===== src/rtl/itrm_pkg.sv =====
// Types and constants for the IIR threshold rate meter.
`default_nettype none
package itrm_pkg;

  // Accumulator of the serial MAC: holds A1*y1 - A2*y2 + X*2^16 (< 2^49).
  localparam int ACC_W = 52;

  localparam logic signed [ACC_W-1:0] COEF_A1  = 52'sd108528;
  localparam logic signed [ACC_W-1:0] COEF_A2  = 52'sd44951;
  localparam logic signed [ACC_W-1:0] COEF_B0  = 52'sd1028;
  localparam logic signed [ACC_W-1:0] COEF_B1  = 52'sd906;
  localparam logic signed [ACC_W-1:0] ROUND_Y  = 52'sd32768;

  localparam logic [23:0] RATE_NUM      = 24'd15360000;
  localparam logic [15:0] THRESH_RESET  = 16'd8960;
  localparam logic [7:0]  FAULT_RESET   = 8'd200;

  localparam logic [4:0]  MAC_LAST_BIT  = 5'd31;
  localparam logic [4:0]  DIV_LAST_BIT  = 5'd23;

  localparam logic REG_THRESHOLD = 1'b0;
  localparam logic REG_FAULT     = 1'b1;

  localparam int IN_DATA_W  = 40;
  localparam int OUT_DATA_W = 48;

  typedef enum logic [2:0] {
    ST_IDLE,
    ST_MAC,
    ST_ROUND,
    ST_CROSS,
    ST_DIV,
    ST_EMIT
  } state_t;

endpackage
`default_nettype wire


===== src/rtl/iir_threshold_rate_meter.sv =====
// Top level: serial second-order IIR low-pass with threshold crossing rate meter.
// A beat steps through the 32-step bit-serial MAC loop, ROUND, CROSS, the 24-step
// restoring divider when a rising crossing with a nonzero period starts a rate
// division, and EMIT; s_tready is high only in IDLE, so beats do not overlap.
// The output register frees the input side while a result beat waits.
// Reset (rst, synchronous): filter state cleared, above flag set, rate zero,
// threshold 35 mm and fault distance 200 mm.
`default_nettype none
module iir_threshold_rate_meter
  import itrm_pkg::*;
(
  input  wire logic                  clk,
  input  wire logic                  rst,
  // config write port
  input  wire logic                  cfg_we,
  input  wire logic                  cfg_index,
  input  wire logic [15:0]           cfg_data,
  // input stream
  input  wire logic                  s_tvalid,
  output logic                       s_tready,
  input  wire logic [IN_DATA_W-1:0]  s_tdata,   // [7:0] range_mm, [39:8] time_ms
  input  wire logic                  s_tuser,   // [0] sample_ok
  // output stream
  output logic                       m_tvalid,
  input  wire logic                  m_tready,
  output logic [OUT_DATA_W-1:0]      m_tdata    // [17:0] filtered_q8, [41:18] rate_q8,
                                                // [47:42] zero
);

  state_t state, state_next;

  // config registers
  logic [15:0] threshold_q8;
  logic [7:0]  fault_distance;

  // architectural state
  logic [7:0]         prev_sample;
  logic signed [31:0] out_prev1;
  logic signed [31:0] out_prev2;
  logic               above_flag;
  logic [31:0]        last_cross_time;
  logic [31:0]        first_half_period;
  logic [23:0]        rate_reg;

  // working registers of one beat
  logic [7:0]             x_cur;
  logic [31:0]            now_ms;
  logic [31:0]            sh_y1, sh_y2;   // MSB-first multiplicand shifters
  logic [7:0]             sh_x, sh_x1;
  logic signed [ACC_W-1:0] acc;
  logic [4:0]             cnt;
  logic [17:0]            filt;
  logic [32:0]            rem;
  logic [32:0]            divisor;
  logic [23:0]            quo;            // dividend bits out the top, quotient in

  logic                   out_valid;
  logic [OUT_DATA_W-1:0]  out_data;

  logic                   load_out;

  assign m_tvalid = out_valid;
  assign m_tdata  = out_data;

  // ---------------------------------------------------------------------------
  // Serial MAC step: acc = 2*acc + A1*y1[i] - A2*y2[i] (+ B terms at i = 16..23).
  // Bit 31 of y carries weight -2^31, so its term is negated.
  // ---------------------------------------------------------------------------
  logic signed [ACC_W-1:0] term_a, term_b, acc_next;
  logic                    x_window;

  assign x_window = cnt[4] & ~cnt[3];

  always_comb begin
    term_a = (sh_y1[31] ? COEF_A1 : '0) - (sh_y2[31] ? COEF_A2 : '0);
    if (cnt == MAC_LAST_BIT) begin
      term_a = -term_a;
    end
    term_b = '0;
    if (x_window) begin
      term_b = (sh_x[7] ? COEF_B0 : '0) + (sh_x1[7] ? COEF_B1 : '0);
    end
    acc_next = (acc <<< 1) + term_a + term_b;
  end

  // Round half up to Q16 and saturate to 32 bits.
  logic signed [ACC_W-1:0] acc_rnd;
  logic                    y_ovf;
  logic signed [31:0]      y_new;

  always_comb begin
    acc_rnd = (acc + ROUND_Y) >>> 16;
    y_ovf   = !((&acc_rnd[ACC_W-1:31]) || !(|acc_rnd[ACC_W-1:31]));
    if (y_ovf) begin
      y_new = acc_rnd[ACC_W-1] ? 32'sh8000_0000 : 32'sh7fff_ffff;
    end else begin
      y_new = acc_rnd[31:0];
    end
  end

  // Crossing test and Q8 output from the new y (held in out_prev1).
  logic signed [32:0] y_ext, thr_ext, f_rnd;
  logic               cross_fall, cross_rise, f_ovf;
  logic [17:0]        f_new;
  logic [31:0]        half_now;
  logic [32:0]        period;

  always_comb begin
    y_ext      = {out_prev1[31], out_prev1};
    thr_ext    = $signed({9'd0, threshold_q8, 8'd0});
    cross_fall = above_flag && (y_ext < thr_ext);
    cross_rise = !above_flag && (y_ext > thr_ext);
    f_rnd      = (y_ext + 33'sd128) >>> 8;
    f_ovf      = !((&f_rnd[32:17]) || !(|f_rnd[32:17]));
    if (f_ovf) begin
      f_new = f_rnd[32] ? 18'h20000 : 18'h1ffff;
    end else begin
      f_new = f_rnd[17:0];
    end
    half_now = now_ms - last_cross_time;
    period   = {1'b0, first_half_period} + {1'b0, half_now};
  end

  // Restoring divide step.
  logic [33:0] rem_sh, rem_diff;
  logic        q_bit;
  logic [32:0] rem_next;
  logic [23:0] quo_next;

  always_comb begin
    rem_sh   = {rem, quo[23]};
    rem_diff = rem_sh - {1'b0, divisor};
    q_bit    = (rem_sh >= {1'b0, divisor});
    rem_next = q_bit ? rem_diff[32:0] : rem_sh[32:0];
    quo_next = {quo[22:0], q_bit};
  end

  // ---------------------------------------------------------------------------
  // Sequencer
  // ---------------------------------------------------------------------------
  always_ff @(posedge clk) begin
    if (rst) begin
      state <= ST_IDLE;
    end else begin
      state <= state_next;
    end
  end

  always_comb begin
    state_next = state;
    s_tready   = 1'b0;
    load_out   = 1'b0;
    unique case (state)
      ST_IDLE: begin
        s_tready = 1'b1;
        if (s_tvalid) begin
          state_next = ST_MAC;
        end
      end
      ST_MAC: begin
        if (cnt == '0) begin
          state_next = ST_ROUND;
        end
      end
      ST_ROUND: begin
        state_next = ST_CROSS;
      end
      ST_CROSS: begin
        if (cross_rise && (period != '0)) begin
          state_next = ST_DIV;
        end else begin
          state_next = ST_EMIT;
        end
      end
      ST_DIV: begin
        if (cnt == '0) begin
          state_next = ST_EMIT;
        end
      end
      ST_EMIT: begin
        if (!out_valid || m_tready) begin
          load_out   = 1'b1;
          state_next = ST_IDLE;
        end
      end
      default: begin
        state_next = ST_IDLE;
      end
    endcase
  end

  // config writes
  always_ff @(posedge clk) begin
    if (rst) begin
      threshold_q8   <= THRESH_RESET;
      fault_distance <= FAULT_RESET;
    end else if (cfg_we) begin
      unique case (cfg_index)
        REG_THRESHOLD: threshold_q8   <= cfg_data;
        REG_FAULT:     fault_distance <= cfg_data[7:0];
        default: ;
      endcase
    end
  end

  // architectural state
  always_ff @(posedge clk) begin
    if (rst) begin
      prev_sample       <= '0;
      out_prev1         <= '0;
      out_prev2         <= '0;
      above_flag        <= 1'b1;
      last_cross_time   <= '0;
      first_half_period <= '0;
      rate_reg          <= '0;
    end else begin
      if (state == ST_ROUND) begin
        prev_sample <= x_cur;
        out_prev2   <= out_prev1;
        out_prev1   <= y_new;
      end
      if (state == ST_CROSS) begin
        if (cross_fall) begin
          above_flag        <= 1'b0;
          first_half_period <= half_now;
          last_cross_time   <= now_ms;
        end else if (cross_rise) begin
          above_flag      <= 1'b1;
          last_cross_time <= now_ms;
          if (period == '0) begin
            rate_reg <= RATE_NUM;   // zero period saturates
          end
        end
      end
      if (state == ST_DIV && cnt == '0) begin
        rate_reg <= quo_next;
      end
    end
  end

  // datapath working registers (no reset needed)
  always_ff @(posedge clk) begin
    unique case (state)
      ST_IDLE: begin
        if (s_tvalid) begin
          x_cur  <= s_tuser ? s_tdata[7:0] : fault_distance;
          sh_x   <= s_tuser ? s_tdata[7:0] : fault_distance;
          now_ms <= s_tdata[39:8];
          sh_y1  <= out_prev1;
          sh_y2  <= out_prev2;
          sh_x1  <= prev_sample;
          acc    <= '0;
          cnt    <= MAC_LAST_BIT;
        end
      end
      ST_MAC: begin
        acc   <= acc_next;
        sh_y1 <= {sh_y1[30:0], 1'b0};
        sh_y2 <= {sh_y2[30:0], 1'b0};
        if (x_window) begin
          sh_x  <= {sh_x[6:0], 1'b0};
          sh_x1 <= {sh_x1[6:0], 1'b0};
        end
        cnt <= cnt - 5'd1;
      end
      ST_CROSS: begin
        filt    <= f_new;
        rem     <= '0;
        divisor <= period;
        quo     <= RATE_NUM;
        cnt     <= DIV_LAST_BIT;
      end
      ST_DIV: begin
        rem <= rem_next;
        quo <= quo_next;
        cnt <= cnt - 5'd1;
      end
      default: ;
    endcase
  end

  // output register
  always_ff @(posedge clk) begin
    if (rst) begin
      out_valid <= 1'b0;
    end else if (load_out) begin
      out_valid <= 1'b1;
    end else if (m_tready) begin
      out_valid <= 1'b0;
    end
  end

  always_ff @(posedge clk) begin
    if (load_out) begin
      out_data <= {6'd0, rate_reg, filt};
    end
  end

endmodule
`default_nettype wire


===== config.mk =====
export PLATFORM = sky130hd
export DESIGN_NAME = iir_threshold_rate_meter
export DESIGN_NICKNAME = d
export VERILOG_FILES = /design/src/rtl/itrm_pkg.sv /design/src/rtl/iir_threshold_rate_meter.sv
export SDC_FILE = /design/constraint.sdc
export NUM_CORES = 1
export LEC_CHECK = 0
export BUFFER_PORTS_ARGS = -buffer_cell sky130_fd_sc_hd__buf_4
export CAP_MARGIN = 20
export CORE_ASPECT_RATIO = 1.4
export CORE_MARGIN = 2
export CORE_UTILIZATION = 50
export DETAILED_ROUTE_END_ITERATION = 16
export GPL_ROUTABILITY_DRIVEN = 0
export PLACE_DENSITY = 0.7
export SYNTH_ARGS = -nofsm -noshare
export SYNTH_HDL_FRONTEND = slang
export SYNTH_SLANG_ARGS = --single-unit

===== constraint.sdc =====
create_clock -name clk -period 12.1 [get_ports clk]
set_input_delay 1.21 -clock clk [delete_from_list [all_inputs] [get_ports clk]]
set_output_delay 1.21 -clock clk [all_outputs]
set_load 0.03 [all_outputs]

==> results of run 1 <==
[cell families (layout without fill, tap and decap cells)]
logic type                 Yosys count  after routing  share of synthesized area
muxes                               72             72                    0.02489
xor gates and xnor gates           147            147                    0.04318
and+or+nand+nor                   1182           1182                     0.1781
buffers and inverters              331            405                    0.04302
DFF                                516            516                     0.4563
other                                1              7                  0.0001258
adders and majority gates          229            229                    0.09888
AOI/OAI and AO/OA                  722            722                     0.1555
[routing by layer]
metal,track usage,vias up,share of wire
met4,0.1094,2,0.048
met3,0.02822,169,0.038
li1,-,11424,-
met2,0.4354,537,0.52
met1,0.2627,11235,0.40
met5,0,-,0.00018
[synthesized netlist by cell type, drive strengths merged, types with 5 or more instances]
cell type and count:
nand2 597, edfxtp 327, a21oi 251, nor2 236, ha 218, dfxtp 189, inv 179, clkbuf 132
o21ai 97, xnor2 92, a21o 87, a211oi 61, mux2i 55, xor2 55, nand3 51, nor3 49
o21a 43, nand4 31, and3 30, nand2b 28, nand3b 27, nor2b 24, a31oi 21, and2 21
or3 21, buf 19, o22ai 19, o21bai 18, mux2 17, nor4 17, o31a 16, o211ai 15
nor3b 14, a211o 13, and4 12, fa 11, o31ai 11, or2 10, o2111ai 8, a21boi 7
a221oi 6, or4 6, o221ai 5
[cell type report]
type	count	area, µm²
multi-input cells	2358	15000
clock buffers	71	1508
inverters	180	675.6
diodes	1	2.502
well taps	749	937.1
fillers	5113	25760
flip-flops and latches	516	13600
repair buffers	131	999.7
clock inverters	23	244.0
[per-stage QoR]
stage / setup slack [ns] / power, mW / std cells / utilization / hold WS [ns]
5_1_grt: 5.923 / 4.925 / 4028 / 0.5614 / 0.4265
2_1_floorplan: 5.553 / 2.825 / 3205 / - / 0.4003
4_1_cts: 6.260 / 4.724 / 4027 / 0.5610 / 0.4197
3_5_place_dp: 6.276 / 3.069 / 3933 / 0.5312 / 0.4045
6_report: 6.184 / 4.697 / 4029 / 0.5614 / 0.4128
3_3_place_gp: 6.358 / 3.034 / 3932 / 0.5311 / 0.4039
[cell usage in the layout (no fill, tap or decap), types with 43 or more instances in the layout]
cell type and n:
nand2_1 596, o21a_1 43, inv_1 178, xor2_1 55
o21ai_0 94, xnor2_1 92, a211oi_1 61, nand3_1 51
edfxtp_1 327, ha_1 218, a21o_1 87, clkbuf_16 56
nor2_1 234, mux2i_1 55, nor3_1 48, dfxtp_1 189
a21oi_1 250, buf_4 129
[power breakdown]
part           switching (mW)  leakage [nW]  total (mW)  internal [mW]
sequential             0.0632          4.69        2.04           1.97
combinational           0.609          7.99        1.01          0.397
clock                   0.709         0.866        1.65          0.943
total                    1.38          13.5        4.70           3.32
[worst max-delay path by stage]
stage,cells after the start,slack (ns),start,endpoint
after floorplan,18,5.55,sh_y2[31],acc[50]
after global placement,23,6.36,now_ms[0],rate_reg[0]
after detailed placement,23,6.28,now_ms[0],rate_reg[0]
after CTS,23,6.26,now_ms[0],rate_reg[0]
after global routing,23,5.92,now_ms[0],rate_reg[0]
final,23,6.18,now_ms[0],rate_reg[0]
==> metrics.md, run 1 <==
| Metric | Value |
|---|---|
| GRT Residual Overflow | 0 |
| Cell area after layout | 32970 µm² |
| Post-Route Skew | 0.03314 ns |
| Max Fclk | 169.0 MHz |
| RSZ-0062 raised after global routing | false |
| Post-route ant nets | 0 |
| Clock Path Buffers | 3 |
| Leakage | 13.55 nW |
| Die W | 210.4 µm |
| Slew HR | 0.2720 |
| CP Capture Type | flip-flop |
| DRC Markers | 0 |
| Initial core utilization | 0.5077 |
| Synth area leader | edfxtp_1 |
| Hold wc startpoint | filt[12] |
| Status | finished, final reports clean |
| Initial antenna violation count | 1 |
| Post-synth EDFFs | 327 |
| VDD IR max | 0.0001094 V |
| Period minus WS final | 5.916 ns |
| Gr usage total | 0.2331 |
| CP bufs+invs | 2 |
| Syn_area_per_cell | 9.317 µm² |
| Reg2reg setup slack | 6.18 ns |
| Main synth FF type | edfxtp_1 |
| Yosys cell types | 75 |
| Post-synthesis async set-or-reset flop share | 0 |
| Max reg flops | 52 |
| Final setup violation count | 0 |
| Clock root cell | clkbuf_16 |
| MaxCap Viol Count | 0 |
| Drt total wl | 72160 µm |
| Setup CP Type | flip-flop to flip-flop |
| Dpl hpwl | 52530 µm |
| Final period util | 0.4890 |
| CTS tree | yes |
| Post-Synthesis Cells | 3200 |
| Post-CTS sizing | 0 |
| Full die area | 61620 µm² |
| Post-layout nets | 3529 |
| P&R area growth vs syn | 10.58% |
| Share of layout cells above drive strength 1 | 0.07868 |
| Critical path arrival | 6.38 ns |
| Io pins | 113 |
| Yosys warns | 0 |
| Vias | 23367 |
| Final Hold Viols | 0 |
| Post-CTS Hold Fix Bufs | 0 |
| Post-synthesis sequential area ratio | 0.4563 |
| H-Tree Depth | 2 |
| Yosys reg bits | 516 |
| CP max FO | 24 |
| Chip Height | 292.9 µm |
| Worst Path Required | 12.57 ns |
| Critical R2R Launch | now_ms[0] |
| CP max stage delay | 0.52 ns |
| Top cell type's share of synthesized area | 0.3294 |
| Largest delay share family, worst path | compound AO/OA/AOI/OAI gates |
| Dpl cell area | 31190 µm² |
| Postcts setup bufs | 0 |
| Critical path, cell by cell | inv_1 > ha_1 > fa_1 > nor2b_1 > o31a_1 > nor3_1 > a21oi_1 > a31oi_1 > o21bai_1 > a21oi_1 > xnor2_1 > ha_1 > a21o_1 > a21o_1 > a21o_1 > o2bb2ai_1 > a211o_1 > o211a_1 > or4_1 > a2111o_1 > nor4_4 > buf_4 > o32ai_1 |
| CTS Buf Count | 50 |
| WL per Instance | 17.91 µm |
| Worst setup SP type | flip-flop |
| Largest Register | acc |
| Clock Pin Slew Worst Setup and Hold Paths | 0.07 ns |
| Synthesized area | 29810 µm² |
| R2r worst-path depth | 23 |
| Row count | 105 |
| Setup TNS Final | 0 ns |
| Initial DRC count | 1431 |
| Synth area leaders | edfxtp_1 (33%), dfxtp_1 (13%), ha_1 (9.1%) |
| Avg Vias per Cell | 5.800 |
| Crit path top cell by count | a21o_1 |
| First-pass GRT wire length | 117200 µm |
| Reg-to-reg endpoint | rate_reg[0] |
| Sink of the worst hold path | m_tdata[12] |
| TritonRoute pass-1 iters | 7 |
| Crit-path slowest cell | or4_1 |
| Clock Latency Late Sink | 0.62 ns |
| CORE AREA | 58730 µm² |
| Min-Delay Path Depth | 0 |
| Vias in the first global route | 23220 |
| Clock sink count | 516 |
| Largest net degree at the start of global routing | 122 |
| Slew @ Worst Pin | 1.092 ns |
| Final Max Tran Viols | 0 |
| Hold crit path type | flip-flop to flip-flop |
| Buffers on Ports | 106 |
| P per Cell Area | 142.5 nW/µm² |
(Power assumes the default switching activity.)
==> run 2: changes to the inputs <==
==> constraint.sdc (replaced) <==
create_clock -name clk -period 6.1 [get_ports clk]
set_input_delay 0.61 -clock clk [delete_from_list [all_inputs] [get_ports clk]]
set_output_delay 0.61 -clock clk [all_outputs]
set_load 0.03 [all_outputs]
==> run 2 against run 1 <==
  * Clock power up 100%
  * Count of clock-buffer cells in the layout fell by 1
  * Via count up 0.70%
  * Combinational power grew 100%
  * Clock skew shrank 0.0090 ns
  * Largest cell class unchanged
  * Critical path type unchanged
==> metrics.md, run 2 (synthesis results as in run 1) <==
| Metric | Value |
|---|---|
| Clock sink count | 516 |
| Diodes inserted | 0 |
| Total power | 9.419 mW |
| Post-CTS Hold Fix Bufs | 0 |
| Clock Pin Slew Worst Setup and Hold Paths | 0.06 ns |
| Filler instances | 5111 |
| Most common cell after layout, fill and taps aside | nand2_1 |
| Crit-path slowest cell | or4_1 |
| Full die area | 61620 µm² |
| Dpl hpwl | 52550 µm |
| Io pins | 113 |
| GRT Residual Overflow | 0 |
| P&R area growth vs syn | 10.87% |
| Setup WS pre-CTS | 0.3359 ns |
| CP max stage delay | 0.55 ns |
| Avg Vias per Cell | 5.836 |
| Slew @ Worst Pin | 1.086 ns |
| Clock root cell | clkbuf_16 |
| Critical path arrival | 6.17 ns |
| Final Hold Viols | 0 |
| DP Cell Count | 3938 |
| Status | finished, final reports clean |
| Die W | 210.4 µm |
| TritonRoute pass-1 iters | 9 |
| Crit path top cell by count | a21o_1 |
| Post-Route Skew | 0.02417 ns |
| Initial core utilization | 0.5077 |
| Hold crit path type | primary input to flip-flop |
| Vias | 23530 |
| RSZ-0062 raised after global routing | false |
| DRC Markers | 0 |
| First-pass GRT wire length | 119000 µm |
| Final setup violation count | 0 |
| Vias in the first global route | 23518 |
| Row count | 105 |
| Clock Path Buffers | 3 |
| Critical path, cell by cell | inv_1 > ha_1 > fa_1 > nor2b_1 > o31a_1 > nor3_1 > a21oi_1 > a31oi_1 > o21bai_1 > a21oi_1 > xnor2_1 > ha_1 > a21o_1 > a21o_1 > a21o_1 > o2bb2ai_1 > a211o_1 > o211a_1 > or4_1 > a2111o_1 > nor4_4 > buf_12 > o32ai_1 |
| Final period util | 0.9373 |
| VDD IR max | 0.0002443 V |
| Leakage | 13.59 nW |
| Worst Path Required | 6.55 ns |
| CORE AREA | 58730 µm² |
| CP bufs+invs | 2 |
| CTS Buf Count | 51 |
| Post-CTS sizing | 0 |
| Setup CP Type | flip-flop to flip-flop |
| Worst setup SP type | flip-flop |
| Gr usage total | 0.2368 |
| Share of layout cells above drive strength 1 | 0.08041 |
| Largest delay share family, worst path | compound AO/OA/AOI/OAI gates |
| CP max FO | 24 |
| CP Capture Type | flip-flop |
| Most frequent cells in the layout | nand2_1 (596), edfxtp_1 (327), a21oi_1 (250) |
| Chip Height | 292.9 µm |
| Max Fclk | 174.9 MHz |
| Post-route ant nets | 0 |
| Largest Register | acc |
| CTS tree | yes |
| Drt total wl | 73440 µm |
| H-Tree Depth | 2 |
| WL per Instance | 18.21 µm |
| Max reg flops | 52 |
| Setup TNS Final | 0 ns |
| Largest net degree at the start of global routing | 75 |
| Non-filler cells, final | 4032 |
| Initial antenna violation count | 3 |
| Buffers on Ports | 106 |
| Postcts setup bufs | 0 |
| Slew HR | 0.2763 |
| Clock Latency Late Sink | 0.60 ns |
| P per Cell Area | 285.0 nW/µm² |
| Total area of sequential cells | 13600 µm² |
| Final Max Tran Viols | 0 |
| Post-layout nets | 3534 |
| MaxCap Viol Count | 0 |
| Initial DRC count | 1378 |
| Multi-input gate area | 15010 µm² |
| Reg2reg setup slack | 0.38 ns |
| Worst setup margin | 0.3823 ns |
| Period minus WS final | 5.718 ns |
## run 2: where the power goes
part | switching (mW) | leakage [nW] | internal [mW] | total (mW)
Sequential | 0.123 | 4.69 | 3.92 | 4.04
Combinational | 1.23 | 8.02 | 0.795 | 2.02
Clock | 1.38 | 0.881 | 1.97 | 3.36
Total | 2.73 | 13.6 | 6.69 | 9.42
## run 2: path summary, 6_finish.rpt
kind / from / end / cells past startpoint
min reg2reg: filt[3] / m_tdata[3] / 0
max reg2reg: now_ms[0] / rate_reg[0] / 23
min: s_tdata[24] / now_ms[16] / 1
max: now_ms[0] / rate_reg[0] / 23
## run 2: worst register-to-register path, stage by stage (launching register included)
cell	delay, ns
edfxtp_1	0.34
inv_1	0.05
ha_1	0.20
fa_1	0.41
nor2b_1	0.16
o31a_1	0.22
nor3_1	0.07
a21oi_1	0.25
a31oi_1	0.17
o21bai_1	0.16
a21oi_1	0.10
xnor2_1	0.24
ha_1	0.37
a21o_1	0.22
a21o_1	0.18
a21o_1	0.20
o2bb2ai_1	0.12
a211o_1	0.31
o211a_1	0.23
or4_1	0.55
a2111o_1	0.49
nor4_4	0.21
buf_12	0.22
o32ai_1	0.12
## run 2: cell type report
class,instances,area share
Inverter,180,0.02044
Clock inverter,24,0.008971
Multi-Input combinational cell,2358,0.4540
Clock buffer,70,0.04516
Timing Repair Buffer,135,0.03153
Sequential cell,516,0.4116
Tap cell,749,0.02835
## run 2: routing by layer
layer	GRT usage	share of wire	vias up	wire (µm)
li1	-	-	11417	-
met1	0.2664	0.39	11385	28910
met2	0.4512	0.53	554	38840
met3	0.02704	0.037	170	2750
met4	0.09550	0.040	4	2910
met5	0	0.00031	-	23
## run 2: stage by stage
stage,hold WS (ns),cell area [µm²],utilization
3_5_place_dp,0.4045,31260,0.5322
5_1_grt,0.1818,33050,0.5628
6_report,0.2028,33050,0.5628
3_3_place_gp,0.4044,31250,0.5321
4_1_cts,0.1700,33050,0.5627
2_1_floorplan,0.4003,29830,-
